File: config.mk
export PLATFORM = sky130hd
export DESIGN_NAME = decaying_priority_scheduler_unit
export DESIGN_NICKNAME = d
export VERILOG_FILES = /design/src/rtl/dps_pkg.sv /design/src/rtl/dps_ctrl.sv /design/src/rtl/dps_datapath.sv /design/src/rtl/decaying_priority_scheduler_unit.sv
export SDC_FILE = /design/constraint.sdc
export NUM_CORES = 1
export LEC_CHECK = 0
export BUFFER_PORTS_ARGS = -buffer_cell sky130_fd_sc_hd__buf_2
export CAP_MARGIN = 0
export CELL_PAD_IN_SITES_DETAIL_PLACEMENT = 1
export CELL_PAD_IN_SITES_GLOBAL_PLACEMENT = 2
export CORE_ASPECT_RATIO = 0.7
export CORE_MARGIN = 4
export CORE_UTILIZATION = 46
export DETAILED_ROUTE_END_ITERATION = 10
export PLACE_DENSITY_LB_ADDON = 0.2
export SLEW_MARGIN = 0
export SYNTH_ARGS = -nofsm -noshare
export SYNTH_HDL_FRONTEND = slang
export SYNTH_SLANG_ARGS = --single-unit
File: constraint.sdc
create_clock -name clk -period 6 [get_ports clk]
set_input_delay 1.2 -clock clk [delete_from_list [all_inputs] [get_ports clk]]
set_output_delay 1.2 -clock clk [all_outputs]
set_load 0.03 [all_outputs]
File: src/rtl/dps_pkg.sv
// Package for the decaying priority scheduler: sizes, status codes and the
// command/status structs between controller and datapath. No dependencies.
`default_nettype none

package dps_pkg;

  // Process table geometry.
  localparam int MAX_PROCS = 8;
  localparam int SLOT_W    = (MAX_PROCS > 1) ? $clog2(MAX_PROCS) : 1;

  // Field widths.
  localparam int ID_W     = 8;
  localparam int PRIO_W   = 13;
  localparam int TICK_W   = 8;
  localparam int TIME_W   = 16;
  localparam int DECAY_W  = 4;
  localparam int STATUS_W = 2;

  localparam logic [DECAY_W-1:0] DECAY_RESET = 4'd3;
  localparam logic signed [PRIO_W:0] PRIO_MIN = -14'sd4096;

  // Result status codes.
  localparam logic [STATUS_W-1:0] ST_LOADED = 2'd0;
  localparam logic [STATUS_W-1:0] ST_FULL   = 2'd1;
  localparam logic [STATUS_W-1:0] ST_RAN    = 2'd2;
  localparam logic [STATUS_W-1:0] ST_IDLE   = 2'd3;

  // Input function codes.
  localparam logic FUNC_LOAD = 1'b0;
  localparam logic FUNC_TICK = 1'b1;

  // Commands from the controller to the datapath.
  typedef struct packed {
    logic cap_in;
    logic scan_clr;
    logic scan_step;
    logic commit;
  } dps_cmd_t;

  // Status from the datapath to the controller.
  typedef struct packed {
    logic scan_last;
  } dps_stat_t;

endpackage

`default_nettype wire

File: src/rtl/dps_ctrl.sv
// Controller state machine of the scheduler: handshakes and scan sequencing.
// Depends on dps_pkg for the command and status structs.
`default_nettype none

module dps_ctrl (
  input  wire              clk,
  input  wire              rst_n,
  input  wire              in_valid,
  output logic             in_ready,
  input  wire              in_func,
  output logic             out_valid,
  input  wire              out_ready,
  output dps_pkg::dps_cmd_t cmd,
  input  dps_pkg::dps_stat_t stat
);
  import dps_pkg::*;

  typedef enum logic [1:0] {
    S_IDLE,
    S_SCAN,
    S_COMMIT
  } state_t;

  state_t state_r, state_nxt;
  logic   out_valid_r, out_valid_nxt;

  // Next state and commands.
  always_comb begin
    state_nxt = state_r;
    cmd       = '0;
    case (state_r)
      S_IDLE: begin
        if (in_valid) begin
          cmd.cap_in   = 1'b1;
          cmd.scan_clr = 1'b1;
          state_nxt    = (in_func == FUNC_TICK) ? S_SCAN : S_COMMIT;
        end
      end
      S_SCAN: begin
        cmd.scan_step = 1'b1;
        if (stat.scan_last) begin
          state_nxt = S_COMMIT;
        end
      end
      S_COMMIT: begin
        // The result register must be free or emptying this cycle.
        if (!out_valid_r || out_ready) begin
          cmd.commit = 1'b1;
          state_nxt  = S_IDLE;
        end
      end
      default: begin
        state_nxt = S_IDLE;
      end
    endcase
    out_valid_nxt = cmd.commit | (out_valid_r & ~out_ready);
  end

  // State and registered output valid.
  always_ff @(posedge clk) begin
    if (!rst_n) begin
      state_r     <= S_IDLE;
      out_valid_r <= 1'b0;
    end else begin
      state_r     <= state_nxt;
      out_valid_r <= out_valid_nxt;
    end
  end

  assign in_ready  = (state_r == S_IDLE);
  assign out_valid = out_valid_r;

endmodule

`default_nettype wire

File: src/rtl/dps_datapath.sv
// Datapath of the scheduler: process table, slot scan, tick update and the
// result register. Depends on dps_pkg; driven by dps_ctrl commands.
`default_nettype none

module dps_datapath (
  input  wire                                 clk,
  input  wire                                 rst_n,
  input  dps_pkg::dps_cmd_t                   cmd,
  output dps_pkg::dps_stat_t                  stat,
  input  wire                                 cfg_we,
  input  wire  [dps_pkg::DECAY_W-1:0]         cfg_data,
  input  wire                                 in_func,
  input  wire  [dps_pkg::ID_W-1:0]            in_process_id,
  input  wire  [dps_pkg::TICK_W-1:0]          in_start_priority,
  input  wire  [dps_pkg::TICK_W-1:0]          in_need_ticks,
  output logic [dps_pkg::STATUS_W-1:0]        out_status,
  output logic [dps_pkg::ID_W-1:0]            out_running_id,
  output logic signed [dps_pkg::PRIO_W-1:0]   out_running_priority,
  output logic [dps_pkg::TICK_W-1:0]          out_used_ticks,
  output logic                                out_preempted,
  output logic                                out_finished,
  output logic [dps_pkg::TIME_W-1:0]          out_finish_time
);
  import dps_pkg::*;

  // Captured input beat.
  logic              func_r;
  logic [ID_W-1:0]   pid_r;
  logic [TICK_W-1:0] sprio_r;
  logic [TICK_W-1:0] need_r;

  logic [DECAY_W-1:0] decay_r;

  // Process table.
  logic [MAX_PROCS-1:0]     slot_valid_r;
  logic [ID_W-1:0]          slot_id_r   [MAX_PROCS];
  logic signed [PRIO_W-1:0] slot_prio_r [MAX_PROCS];
  logic [TICK_W-1:0]        slot_rem_r  [MAX_PROCS];
  logic [TICK_W-1:0]        slot_used_r [MAX_PROCS];

  logic              run_valid_r;
  logic [SLOT_W-1:0] run_slot_r;
  logic [TIME_W-1:0] elapsed_r;

  // Scan registers: best candidate and running process snapshot.
  logic [SLOT_W-1:0]        idx_r;
  logic                     best_v_r;
  logic [SLOT_W-1:0]        best_slot_r;
  logic signed [PRIO_W-1:0] best_prio_r;
  logic [ID_W-1:0]          best_id_r;
  logic [TICK_W-1:0]        best_rem_r;
  logic [TICK_W-1:0]        best_used_r;
  logic                     hit_r;
  logic signed [PRIO_W-1:0] run_prio_r;
  logic [ID_W-1:0]          run_id_r;
  logic [TICK_W-1:0]        run_rem_r;
  logic [TICK_W-1:0]        run_used_r;

  // Free slot search and tick arithmetic.
  logic                     free_found;
  logic [SLOT_W-1:0]        free_slot;
  logic                     cur_v;
  logic signed [PRIO_W-1:0] cur_prio;
  logic                     run_ok;
  logic                     preempt;
  logic                     use_run;
  logic                     sel_v;
  logic [SLOT_W-1:0]        sel_slot;
  logic signed [PRIO_W-1:0] sel_prio;
  logic [ID_W-1:0]          sel_id;
  logic [TICK_W-1:0]        sel_rem;
  logic [TICK_W-1:0]        sel_used;
  logic signed [PRIO_W:0]   prio_diff;
  logic signed [PRIO_W-1:0] new_prio;
  logic [TICK_W-1:0]        new_rem;
  logic [TICK_W-1:0]        new_used;
  logic [TIME_W-1:0]        new_elapsed;
  logic                     fin;

  // Lowest free slot for a load.
  always_comb begin
    free_found = 1'b0;
    free_slot  = '0;
    for (int i = MAX_PROCS - 1; i >= 0; i--) begin
      if (!slot_valid_r[i]) begin
        free_found = 1'b1;
        free_slot  = SLOT_W'(i);
      end
    end
  end

  assign cur_v          = slot_valid_r[idx_r];
  assign cur_prio       = slot_prio_r[idx_r];
  assign stat.scan_last = (idx_r == SLOT_W'(MAX_PROCS - 1));

  // Selection: the running process keeps the processor unless outranked.
  // The table maximum exceeds its priority exactly when another slot does.
  always_comb begin
    run_ok   = run_valid_r & hit_r;
    preempt  = run_ok & best_v_r & (best_prio_r > run_prio_r);
    use_run  = run_ok & ~preempt;
    sel_v    = use_run | best_v_r;
    sel_slot = use_run ? run_slot_r : best_slot_r;
    sel_prio = use_run ? run_prio_r : best_prio_r;
    sel_id   = use_run ? run_id_r   : best_id_r;
    sel_rem  = use_run ? run_rem_r  : best_rem_r;
    sel_used = use_run ? run_used_r : best_used_r;
  end

  // One tick of aging with saturation.
  always_comb begin
    prio_diff   = {sel_prio[PRIO_W-1], sel_prio}
                - $signed({{(PRIO_W + 1 - DECAY_W){1'b0}}, decay_r});
    new_prio    = (prio_diff < PRIO_MIN) ? PRIO_W'(PRIO_MIN) : prio_diff[PRIO_W-1:0];
    new_rem     = (sel_rem != '0) ? sel_rem - 1'b1 : '0;
    new_used    = (sel_used == '1) ? sel_used : sel_used + 1'b1;
    new_elapsed = (elapsed_r == '1) ? elapsed_r : elapsed_r + 1'b1;
    fin         = (new_rem == '0);
  end

  // Input capture.
  always_ff @(posedge clk) begin
    if (cmd.cap_in) begin
      func_r  <= in_func;
      pid_r   <= in_process_id;
      sprio_r <= in_start_priority;
      need_r  <= in_need_ticks;
    end
  end

  // Decay register.
  always_ff @(posedge clk) begin
    if (!rst_n) begin
      decay_r <= DECAY_RESET;
    end else if (cfg_we) begin
      decay_r <= cfg_data;
    end
  end

  // Slot scan: one table slot per cycle through one comparator.
  always_ff @(posedge clk) begin
    if (cmd.scan_clr) begin
      idx_r    <= '0;
      best_v_r <= 1'b0;
      hit_r    <= 1'b0;
    end else if (cmd.scan_step) begin
      idx_r <= idx_r + 1'b1;
      if (cur_v && (!best_v_r || cur_prio > best_prio_r)) begin
        best_v_r    <= 1'b1;
        best_slot_r <= idx_r;
        best_prio_r <= cur_prio;
        best_id_r   <= slot_id_r[idx_r];
        best_rem_r  <= slot_rem_r[idx_r];
        best_used_r <= slot_used_r[idx_r];
      end
      if (cur_v && idx_r == run_slot_r) begin
        hit_r      <= 1'b1;
        run_prio_r <= cur_prio;
        run_id_r   <= slot_id_r[idx_r];
        run_rem_r  <= slot_rem_r[idx_r];
        run_used_r <= slot_used_r[idx_r];
      end
    end
  end

  // Control state of the table.
  always_ff @(posedge clk) begin
    if (!rst_n) begin
      slot_valid_r <= '0;
      run_valid_r  <= 1'b0;
      run_slot_r   <= '0;
      elapsed_r    <= '0;
    end else if (cmd.commit) begin
      if (func_r == FUNC_LOAD) begin
        if (free_found) begin
          slot_valid_r[free_slot] <= 1'b1;
        end
      end else if (sel_v) begin
        elapsed_r <= new_elapsed;
        if (fin) begin
          slot_valid_r[sel_slot] <= 1'b0;
          run_valid_r            <= 1'b0;
        end else begin
          run_valid_r <= 1'b1;
          run_slot_r  <= sel_slot;
        end
      end else begin
        run_valid_r <= 1'b0;
      end
    end
  end

  // Table payload.
  always_ff @(posedge clk) begin
    if (cmd.commit) begin
      if (func_r == FUNC_LOAD) begin
        if (free_found) begin
          slot_id_r[free_slot]   <= pid_r;
          slot_prio_r[free_slot] <= $signed({{(PRIO_W - TICK_W){1'b0}}, sprio_r});
          slot_rem_r[free_slot]  <= need_r;
          slot_used_r[free_slot] <= '0;
        end
      end else if (sel_v) begin
        slot_prio_r[sel_slot] <= new_prio;
        slot_rem_r[sel_slot]  <= new_rem;
        slot_used_r[sel_slot] <= new_used;
      end
    end
  end

  // Result register.
  always_ff @(posedge clk) begin
    if (cmd.commit) begin
      out_running_id       <= '0;
      out_running_priority <= '0;
      out_used_ticks       <= '0;
      out_preempted        <= 1'b0;
      out_finished         <= 1'b0;
      out_finish_time      <= '0;
      if (func_r == FUNC_LOAD) begin
        out_status <= free_found ? ST_LOADED : ST_FULL;
      end else if (sel_v) begin
        out_status           <= ST_RAN;
        out_running_id       <= sel_id;
        out_running_priority <= new_prio;
        out_used_ticks       <= new_used;
        out_preempted        <= preempt;
        out_finished         <= fin;
        out_finish_time      <= fin ? new_elapsed : '0;
      end else begin
        out_status <= ST_IDLE;
      end
    end
  end

endmodule

`default_nettype wire

File: src/rtl/decaying_priority_scheduler_unit.sv
// A load beat goes from the capture register through the commit state into the
// result register; a tick beat first scans the table in the scan state. The slot
// scan visits one table slot per cycle through one comparator. A new beat is taken
// only after the last one commits; the commit waits while the result register is full.
// Reset (rst_n low, synchronous): table empty, no running process, elapsed
// count zero, decay 3. No clearing pass; the block is ready right after reset.
`default_nettype none

module decaying_priority_scheduler_unit (
  input  wire                                 clk,
  input  wire                                 rst_n,
  input  wire                                 cfg_valid,
  output logic                                cfg_ready,
  input  wire  [dps_pkg::DECAY_W-1:0]         cfg_data,
  input  wire                                 in_valid,
  output logic                                in_ready,
  input  wire                                 in_func,
  input  wire  [dps_pkg::ID_W-1:0]            in_process_id,
  input  wire  [dps_pkg::TICK_W-1:0]          in_start_priority,
  input  wire  [dps_pkg::TICK_W-1:0]          in_need_ticks,
  output logic                                out_valid,
  input  wire                                 out_ready,
  output logic [dps_pkg::STATUS_W-1:0]        out_status,
  output logic [dps_pkg::ID_W-1:0]            out_running_id,
  output logic signed [dps_pkg::PRIO_W-1:0]   out_running_priority,
  output logic [dps_pkg::TICK_W-1:0]          out_used_ticks,
  output logic                                out_preempted,
  output logic                                out_finished,
  output logic [dps_pkg::TIME_W-1:0]          out_finish_time
);
  import dps_pkg::*;

  dps_cmd_t  cmd;
  dps_stat_t stat;
  logic      cfg_we;

  // The decay register accepts a write beat in any cycle.
  assign cfg_ready = 1'b1;
  assign cfg_we    = cfg_valid & cfg_ready;

  dps_ctrl u_ctrl (
    .clk       (clk),
    .rst_n     (rst_n),
    .in_valid  (in_valid),
    .in_ready  (in_ready),
    .in_func   (in_func),
    .out_valid (out_valid),
    .out_ready (out_ready),
    .cmd       (cmd),
    .stat      (stat)
  );

  dps_datapath u_dp (
    .clk                  (clk),
    .rst_n                (rst_n),
    .cmd                  (cmd),
    .stat                 (stat),
    .cfg_we               (cfg_we),
    .cfg_data             (cfg_data),
    .in_func              (in_func),
    .in_process_id        (in_process_id),
    .in_start_priority    (in_start_priority),
    .in_need_ticks        (in_need_ticks),
    .out_status           (out_status),
    .out_running_id       (out_running_id),
    .out_running_priority (out_running_priority),
    .out_used_ticks       (out_used_ticks),
    .out_preempted        (out_preempted),
    .out_finished         (out_finished),
    .out_finish_time      (out_finish_time)
  );

endmodule

`default_nettype wire

==> flow_summary.toml, run 1 <==
[setup_path]
worstPathRequired_ns = 6.26
critPathKind = "flop to flop"
crit_path_max_fanout = 19
cp-end-kind = "flop"
arrival_ns = 5.75
startpoint_type = "flop"
reg2reg_depth = 17

[die]
die_y_um = 186
core.rowCount = 64
die-area_mm2 = 0.0486
num_io_pins = 86
core_region_area_mm2 = 0.0441
die_w_um = 262
start_util_pct = 47.0

[synth]
async_flop_share_pct = 0
synthAdderAreaFrac_pct = 2.21
ys.flop_type = "edfxtp_1"
yosysUniqueCellTypes = 60
synth_compound_area_share_pct = 4.95
syn_nets = 1403
synth-seq-cells = 490
ys_warn_count = 0
synth_edf_count = 447
yosysSeqAreaShare_pct = 68.9
synth-simple-area-share_pct = 8.34
synth_top_family_by_area = "multiplexers"
synthMuxAreaShare_pct = 12.1
syn_avg_cell_area_um2 = 15.6
synth-xor-area-share_pct = 1.65
syn_inst = 1333
netlist_area_mm2 = 0.0207

[worst_hold_path]
hold_class = "flop to flop"
hold-path-cell-count = 2

[cells_and_area]
fin_area_mm2 = 0.0235
areaGrowthSynthToFinish_pct = 13.4
fill_cells = 4198
diodes = 0
fin_nets = 1510
drive_gt1_share_pct = 22.2

[timing]
clock.fmax_mhz = 182
tightest_slew_ns = 1.20
period_needed_ns = 5.49
finalClockSkew_ns = 0.0178
max-slew-margin-rel_pct = 19.9
finalMaxSlewViolations = 0
fin_setup_tns_ns = 0
finalCritPeriodShare_pct = 91.5
finalSetupViolations = 0
hold_viol = 0
rsz0062_at_grt = "false"

[clock_tree]
cts_buffer_depth = 3
insertion_delay_ns = 0.57
cts_setup_buffers = 0
clock-sinks = 490
numCtsBuffers = 48
clk_pin_slew_ns = 0.06
cts_tree = "done"
cts_max_level = 2
cts_root_buf = "clkbuf_16"
cts_hold_buf = 0

[detailed_routing]
routed_wl_mm = 51.7
avgViaCountPerCell = 5.81
drtAntennaViolNets = 0
vias = 12000
post_drt_wl_per_cell_um = 24.9
drtIter0Drc = 1010
drc = 0
first_pass_iters = 7

[flow_run]
cap_violations = 0

[placement]
portBuffers = 84
dp_hpwl_mm = 32.7
dpl_cell_area_mm2 = 0.0220
gp_congestion = 0.824

[pwr]
comb_power_share_pct = 5.9
clockPowerShare_pct = 40.8
power.internal_w = 0.00562
powerDensity_mw_per_mm2 = 306
switchingPower_w = 0.00158
p_leak_nw = 7.92
ir_drop_uv = 262
sw_frac_of_total_pct = 22.0
pwr-share-seq_pct = 53.3

[grt]
grt_pass1_vias = 12700
antenna_found_initial = 0
grt_max_degree = 51
track_usage_pct = 21.5
grt_overflow = 0
grt_pass1_wl_mm = 78.2

[run_status]
status = "finished, final reports clean"
[registers in the layout, indices dropped and copies added, names as in the netlist, 13 cells and up, named ones only]
register / count
u_dp.slot_prio_r: 104
u_dp.slot_id_r: 64
u_dp.slot_rem_r: 64
u_dp.slot_used_r: 64
u_dp.elapsed_r: 16
u_dp.out_finish_time: 16
u_dp.best_prio_r: 13
u_dp.out_running_priority: 13
u_dp.run_prio_r: 13
[kinds of logic (layout without fill, tap and decap cells)]
kind of cell,after synthesis,count (layout)
other,1,1
xor gates and xnor gates,39,39
muxes,148,148
buffers and inverters,99,244
AOI/OAI and AO/OA,160,160
DFF,490,490
and+or+nand+nor,360,360
adders and majority gates,36,36
[cells in the mapped netlist, types with 3 or more instances]
cell type / count / area share (%)
a21o_1: 6 / 0.22
a41oi_1: 4 / 0.17
edfxtp_1: 447 / 65
mux4_2: 77 / 8.4
buf_1: 10 / 0.18
nor2_1: 88 / 1.6
nor3b_1: 3 / 0.11
nand2_1: 98 / 1.8
o21ai_0: 36 / 0.87
o31ai_1: 19 / 0.69
xor2_1: 14 / 0.59
nor3_1: 41 / 0.99
or2_2: 3 / 0.091
inv_1: 41 / 0.74
o21a_1: 6 / 0.22
o211ai_1: 7 / 0.25
or3_1: 6 / 0.18
nand2b_1: 14 / 0.42
xnor2_1: 25 / 1.1
nor4_1: 12 / 0.36
ha_1: 35 / 2.1
nor2b_1: 15 / 0.45
and3_1: 8 / 0.24
a31oi_1: 4 / 0.12
mux2_2: 44 / 2.4
and2_1: 11 / 0.33
a311oi_1: 3 / 0.13
and4_1: 7 / 0.30
a211oi_1: 12 / 0.43
buf_2: 5 / 0.12
nand4_1: 19 / 0.57
mux2i_1: 27 / 1.3
a21oi_1: 43 / 1.0
dfxtp_1: 43 / 4.2
clkbuf_1: 40 / 0.72
nand3_1: 30 / 0.72
[worst max-delay path, stage by stage (launching register included)]
cell and delay (ns):
edfxtp_1 0.42, ha_1 0.40, nand3_1 0.11, or3_1 0.41, a31oi_1 0.24, o31ai_1 0.22
o21ai_4 0.62, nor2_1 0.08, a21o_1 0.19, ha_1 0.27, nor2b_1 0.13, o21ai_0 0.29
a21oi_1 0.16, nor2_1 0.46, nand4_1 0.18, xnor2_1 0.19, mux2i_1 0.12, o31ai_1 0.67
[cell type report]
type / instances / area, µm² / area share [%]
flip-flops and latches: 490 / 14300 / 60.8
well taps: 594 / 743 / 3.16
clock inverters: 28 / 231 / 0.984
clock buffers: 60 / 1280 / 5.43
inverters: 41 / 154 / 0.655
repair buffers: 115 / 678 / 2.88
multi-input cells: 744 / 6140 / 26.1
[metal layers]
layer	vias to the layer above	part of all wire, %	track usage [%]
met3	79	4.5	3.29
met1	6289	47	31.9
met4	0	1.9	4.82
met5	-	0	0
li1	5401	-	-
met2	260	46	34.0
[power groups by stage]
stage	combinational [W]	sequential, W	clock, W
3_3_place_gp	0.000415	0.00391	0
5_1_grt	0.000463	0.00385	0.00316
3_5_place_dp	0.000429	0.00392	0
4_1_cts	0.000433	0.00384	0.00300
6_report	0.000425	0.00384	0.00294
2_1_floorplan	0.000316	0.00388	0
[path summary, 6_finish.rpt]
path / from / slack (ns) / to
worst max-delay path: u_dp.best_prio_r[12] / 0.51 / u_dp.slot_prio_r[0][7]
worst min-delay path: u_dp.decay_r[0] / 0.48 / u_dp.decay_r[0]
worst max register to register: u_dp.best_prio_r[12] / 0.51 / u_dp.slot_prio_r[0][7]
worst min register to register: u_dp.decay_r[0] / 0.48 / u_dp.decay_r[0]
[through the flow]
| step | setup slack (ns) | power [W] | utilization (%) | std cells | hold WS, ns |
|---|---|---|---|---|---|
| after global routing | 0.0148 | 0.00747 | 53.3 | 2072 | 0.515 |
| after global placement | 0.771 | 0.00433 | 49.9 | 1984 | 0.475 |
| after CTS | 0.536 | 0.00728 | 53.3 | 2072 | 0.491 |
| final | 0.509 | 0.00720 | 53.3 | 2072 | 0.483 |
| after detailed placement | 0.580 | 0.00435 | 49.9 | 1984 | 0.474 |
| after floorplan | 0.371 | 0.00420 | - | 1333 | 0.424 |
[what timing repair did]
item	in CTS	in global routing
resized for setup	0	1
setup endpoints to repair	0	8
endpoints found under the hold margin	0	0
[cells in the final DEF (no fill, tap or decap), types with 9 or more instances in the layout]
cell and n:
edfxtp_1 447, nand2_1 97, nor2_1 88, buf_2 84, mux4_2 77, clkbuf_16 49
mux2_2 44, a21oi_1 42, inv_1 40, dfxtp_1 40, o21ai_0 36, nor3_1 35
ha_1 35, nand3_1 30, buf_4 29, mux2i_1 27, xnor2_1 25, o31ai_1 19
nand4_1 19, nor2b_1 15, nand2b_1 14, xor2_1 14, and2_1 11, nor4_1 11
a211oi_1 11, clkbuf_1 10, clkinv_2 9
Power figures use the tool's default switching activity.
==> run 2: changes to the inputs <==
==> constraint.sdc (replaced) <==
create_clock -name clk -period 6 [get_ports clk]
set_input_delay 0 -clock clk [delete_from_list [all_inputs] [get_ports clk]]
set_output_delay 0 -clock clk [all_outputs]
set_load 0.03 [all_outputs]
==> run 2 against run 1 <==
Compared with the run above: setup slack improved by 0.078 ns; fmax increased by 1.4%; combinational power increased by 4%; cell count increased by 1.9%; global-route usage is 0.56 points higher; non-clock buffer count increased by 38; clock power rose by 3%; count of clock-buffer cells in the layout grew 5; sequential cell count unchanged; largest cell class unchanged; largest power group unchanged; highest routed layer unchanged.
==> flow_summary.toml, run 2 (synthesis gave the netlist of run 1 again) <==
[worst_hold_path]
hold_class = "primary input to flop"
hold_end = "u_dp.need_r[3]"
hold-path-cell-count = 2
min_from = "in_need_ticks[3]"

[detailed_routing]
drtAntennaViolNets = 0
drtIter0Drc = 1012
drc = 0
post_drt_wl_per_cell_um = 24.9
routed_wl_mm = 52.5
vias = 12100
avgViaCountPerCell = 5.75
first_pass_iters = 5

[placement]
dp_slack_ns = 0.411
dp.cells = 1984
gp_congestion = 0.826
portBuffers = 84
dp_hpwl_mm = 33.5

[timing]
finalClockSkew_ns = 0.0235
tightest_slew_ns = 1.15
period_needed_ns = 5.41
finalMaxSlewViolations = 0
fin_setup_tns_ns = 0
hold_viol = 0
rsz0062_at_grt = "false"
finalCritPeriodShare_pct = 90.2
clock.fmax_mhz = 185
max-slew-margin-rel_pct = 22.7
finalSetupViolations = 0
worst_slack_ns = 0.587

[cells_and_area]
fin_nets = 1550
largest_reg_flops = 104
final_cell_mix = "edfxtp_1, nand2_1, nor2_1"
areaGrowthSynthToFinish_pct = 15.5
instances_no_fill = 2112
final_common_cell = "edfxtp_1"
regMostFlops = "u_dp.slot_prio_r"
drive_gt1_share_pct = 21.5
diodes = 0

[grt]
grt_pass1_vias = 12900
track_usage_pct = 22.0
grt_max_degree = 58
met3_usage_pct = 3.50
grt_pass1_wl_mm = 80.4
met1_usage_pct = 32.5
top_usage_layer = "met2"
antenna_found_initial = 0
grt_overflow = 0
use_met2_pct = 35.2

[clock_tree]
cts_buffer_depth = 3
cts_setup_buffers = 0
cts_root_buf = "clkbuf_16"
cts_tree = "done"
cts_max_level = 2
numCtsBuffers = 50
clk_pin_slew_ns = 0.06
clock-sinks = 490
insertion_delay_ns = 0.57

[flow_run]
cap_violations = 0

[setup_path]
crit_path_max_fanout = 23
cp-end-kind = "flop"
worstPathRequired_ns = 6.29
reg2reg_depth = 14
r2r_slack_ns = 0.59
critPathKind = "flop to flop"
r2r_end = "u_dp.slot_used_r[2][5]"
startpoint_type = "flop"
arrival_ns = 5.70
r2r-start = "u_dp.best_prio_r[12]"
worstSetupStartpoint = "u_dp.best_prio_r[12]"

[die]
start_util_pct = 47.0
die-area_mm2 = 0.0486
core_region_area_mm2 = 0.0441
core.rowCount = 64
die_w_um = 262
die_y_um = 186
num_io_pins = 86

[pwr]
ir_drop_uv = 192
powerDensity_mw_per_mm2 = 306
p_leak_nw = 8.11

[run_status]
status = "finished, final reports clean"
[run 2: per-layer routing]
metal | up-vias | routed length, µm
li1 | 5465 | -
met1 | 6309 | 24500
met2 | 307 | 24600
met3 | 68 | 2530
met4 | 0 | 937
met5 | - | 0
[run 2: metrics by stage]
stage | instance area, µm² | utilization (%) | power, W | hold WS, ns
global placement | 22000 | 49.8 | 0.00433 | 0.176
CTS | 23900 | 54.2 | 0.00740 | 0.106
global route | 23900 | 54.3 | 0.00761 | 0.120
detailed placement | 22000 | 49.8 | 0.00435 | 0.179
floorplan | 20700 | - | 0.00420 | 0.0989
finish | 23900 | 54.3 | 0.00732 | 0.139
[run 2: worst max path at each step]
stage	endpoint	cells after the start
after CTS	u_dp.slot_prio_r[1][11]	17
after global routing	u_dp.slot_prio_r[1][5]	17
after detailed placement	u_dp.slot_prio_r[2][11]	17
after global placement	u_dp.slot_used_r[2][5]	14
final	u_dp.slot_used_r[2][5]	14
after floorplan	u_dp.best_id_r[0]	13
[run 2: worst max-delay path, stage by stage (launching register included)]
cell      delay [ns]
edfxtp_1        0.42
ha_1            0.40
nand3_1         0.11
or3_1           0.42
a31oi_1         0.25
o31ai_1         0.22
o21ai_4         0.60
buf_4           0.44
mux2_2          0.40
ha_1            0.26
nand3_1         0.16
nor2_1          0.06
mux2_2          0.33
or4_1           0.55
a21oi_1         0.52
[run 2: power breakdown]
part / leakage [nW] / switching, W / internal, W
registers: 4.48 / 0.0000688 / 0.00378
clock network: 0.772 / 0.00127 / 0.00176
logic: 2.86 / 0.000227 / 0.000216
total: 8.11 / 0.00157 / 0.00576
[run 2: cell type report]
class	count	area, µm²
clock buffers	65	1360
clock inverters	25	221
fillers	4174	20200
inverters	41	154
multi-input cells	744	6140
flip-flops and latches	490	14300
well taps	594	743
repair buffers	153	1030
[run 2: what timing repair did]
| item | in CTS | in global routing |
|---|---|---|
| endpoints found under the hold margin | 51 | 0 |
| endpoints found under the setup margin | 0 | 16 |
| gates resized for setup | 0 | 2 |
| hold buffers | 38 | 0 |
==> run 3: changes to the inputs <==
- CORE_MARGIN: 4 -> default
- SETUP_SLACK_MARGIN: default -> 0.3
==> run 3 against run 2 <==
Compared with the run above: sequential share of layout area rose by 0.41 points; cell count fell by 0.66%; combinational power about the same; worst hold slack lost 0.00053 ns; cell area decreased by 0.68%; setup slack better by 0.17 ns; critical endpoint is now u_dp.slot_prio_r[1][11].
==> flow_summary.toml, run 3 (synthesis gave the netlist of run 1 again) <==
[run_status]
status = "finished, final reports clean"

[clock_tree]
clock-sinks = 490
cts_max_level = 2
numCtsBuffers = 48
cts_root_buf = "clkbuf_16"
cts_setup_buffers = 0
cts_buffer_depth = 3
clk_pin_slew_ns = 0.07
insertion_delay_ns = 0.57
cts_tree = "done"

[pwr]
clockPowerShare_pct = 39.7
switchingPower_w = 0.00154
comb_power_share_pct = 6.2
p_leak_nw = 8.00
sw_frac_of_total_pct = 21.7
pwr-share-seq_pct = 54.0
power_w = 0.00710
ir_drop_uv = 261
powerDensity_mw_per_mm2 = 298
power.internal_w = 0.00555

[timing]
finalCritPeriodShare_pct = 87.4
whs_ns = 0.139
rsz0062_at_grt = "false"
finalClockSkew_ns = 0.0123
finalSetupViolations = 0
hold_viol = 0
tightest_slew_ns = 1.17
clock.fmax_mhz = 191
period_needed_ns = 5.25
finalMaxSlewViolations = 0
fin_setup_tns_ns = 0
max-slew-margin-rel_pct = 21.0

[detailed_routing]
drtIter0Drc = 757
drtAntennaViolNets = 0
routed_wl_mm = 50.7
post_drt_wl_per_cell_um = 24.2
drc = 0
avgViaCountPerCell = 5.71
first_pass_iters = 4
vias = 12000

[setup_path]
reg2reg_depth = 16
worstPathRequired_ns = 6.25
startpoint_type = "flop"
crit_path_max_fanout = 8
critPathKind = "flop to flop"
arrival_ns = 5.49
cp-end-kind = "flop"

[die]
num_io_pins = 86
core.rowCount = 64
die_y_um = 180
core_region_area_mm2 = 0.0440
start_util_pct = 47.1
die_w_um = 256
die-area_mm2 = 0.0459

[placement]
dpl_cell_area_mm2 = 0.0220
dp_hpwl_mm = 31.4
portBuffers = 84
gp_congestion = 0.827

[cells_and_area]
final_common_cell = "edfxtp_1"
final_cell_mix = "edfxtp_1, nand2_1, nor2_1"
fin_area_mm2 = 0.0238
regMostFlops = "u_dp.slot_prio_r"
areaGrowthSynthToFinish_pct = 14.7
diodes = 0
fin_nets = 1542
drive_gt1_share_pct = 20.9
largest_reg_flops = 104
fill_cells = 4211

[grt]
grt_pass1_wl_mm = 78.0
grt_max_degree = 51
grt_pass1_vias = 12500
track_usage_pct = 22.5
antenna_found_initial = 0
grt_overflow = 0

[worst_hold_path]
hold-path-cell-count = 2
hold_class = "primary input to flop"

[flow_run]
cap_violations = 0
==> run 3: layer usage <==
metal | GRT usage, % | share of wire [%] | up-vias
met3 | 3.33 | 4.4 | 66
met5 | 0 | 0 | -
li1 | - | - | 5444
met1 | 34.1 | 49 | 6200
met4 | 4.48 | 1.5 | 0
met2 | 34.9 | 45 | 265
==> run 3: final cells by class <==
cell class | count | area [µm²] | share of cell area, %
clock buffers | 60 | 1260 | 5.28
clock inverters | 22 | 171 | 0.721
inverters | 41 | 154 | 0.647
multi-input cells | 744 | 6150 | 25.9
flip-flops and latches | 490 | 14300 | 60.1
well taps | 594 | 743 | 3.13
repair buffers | 147 | 1010 | 4.26
==> run 3: worst max-delay path, cell delays in order (launching register included) <==
cell and delay, ns:
edfxtp_1 0.48, ha_1 0.35, and3_1 0.20, o21ai_1 0.12, a31oi_1 0.14, o31ai_1 0.73, o21ai_4 0.20, a21o_1 0.25
ha_1 0.26, nor2b_1 0.13, o21ai_0 0.22, a21oi_1 0.15, nor2_1 0.42, nand3_1 0.19, nor4_1 0.21, nor2_1 0.10
a211oi_1 0.75
==> run 3: worst paths after layout <==
kind	slack [ns]	start	endpoint
worst max-delay path	0.75	u_dp.best_prio_r[4]	u_dp.slot_prio_r[1][11]
worst min-delay path	0.14	in_need_ticks[4]	u_dp.need_r[4]
worst max register to register	0.75	u_dp.best_prio_r[4]	u_dp.slot_prio_r[1][11]
worst min register to register	0.50	u_dp.run_valid_r	u_dp.run_valid_r
==> run 3: power groups by stage <==
stage | clock network, W | logic (W) | registers (W)
after floorplan | 0 | 0.000316 | 0.00388
after global placement | 0 | 0.000419 | 0.00391
after detailed placement | 0 | 0.000428 | 0.00391
after CTS | 0.00288 | 0.000450 | 0.00384
after global routing | 0.00300 | 0.000482 | 0.00384
final | 0.00282 | 0.000443 | 0.00383
==> run 3: repair_timing <==
action / 4_1_cts / 5_1_grt
endpoints found under the setup margin: 0 / 56
hold buffers: 38 / 0
resized for setup: 0 / 4
hold endpoints to repair: 51 / 0
==> run 3: metrics by stage <==
stage	std cells	util (%)	setup slack (ns)
after floorplan	1333	-	0.511
after global placement	1978	49.8	0.847
after detailed placement	1978	49.8	0.613
after CTS	2098	54.0	0.559
after global routing	2098	54.0	0.444
final	2098	54.0	0.754
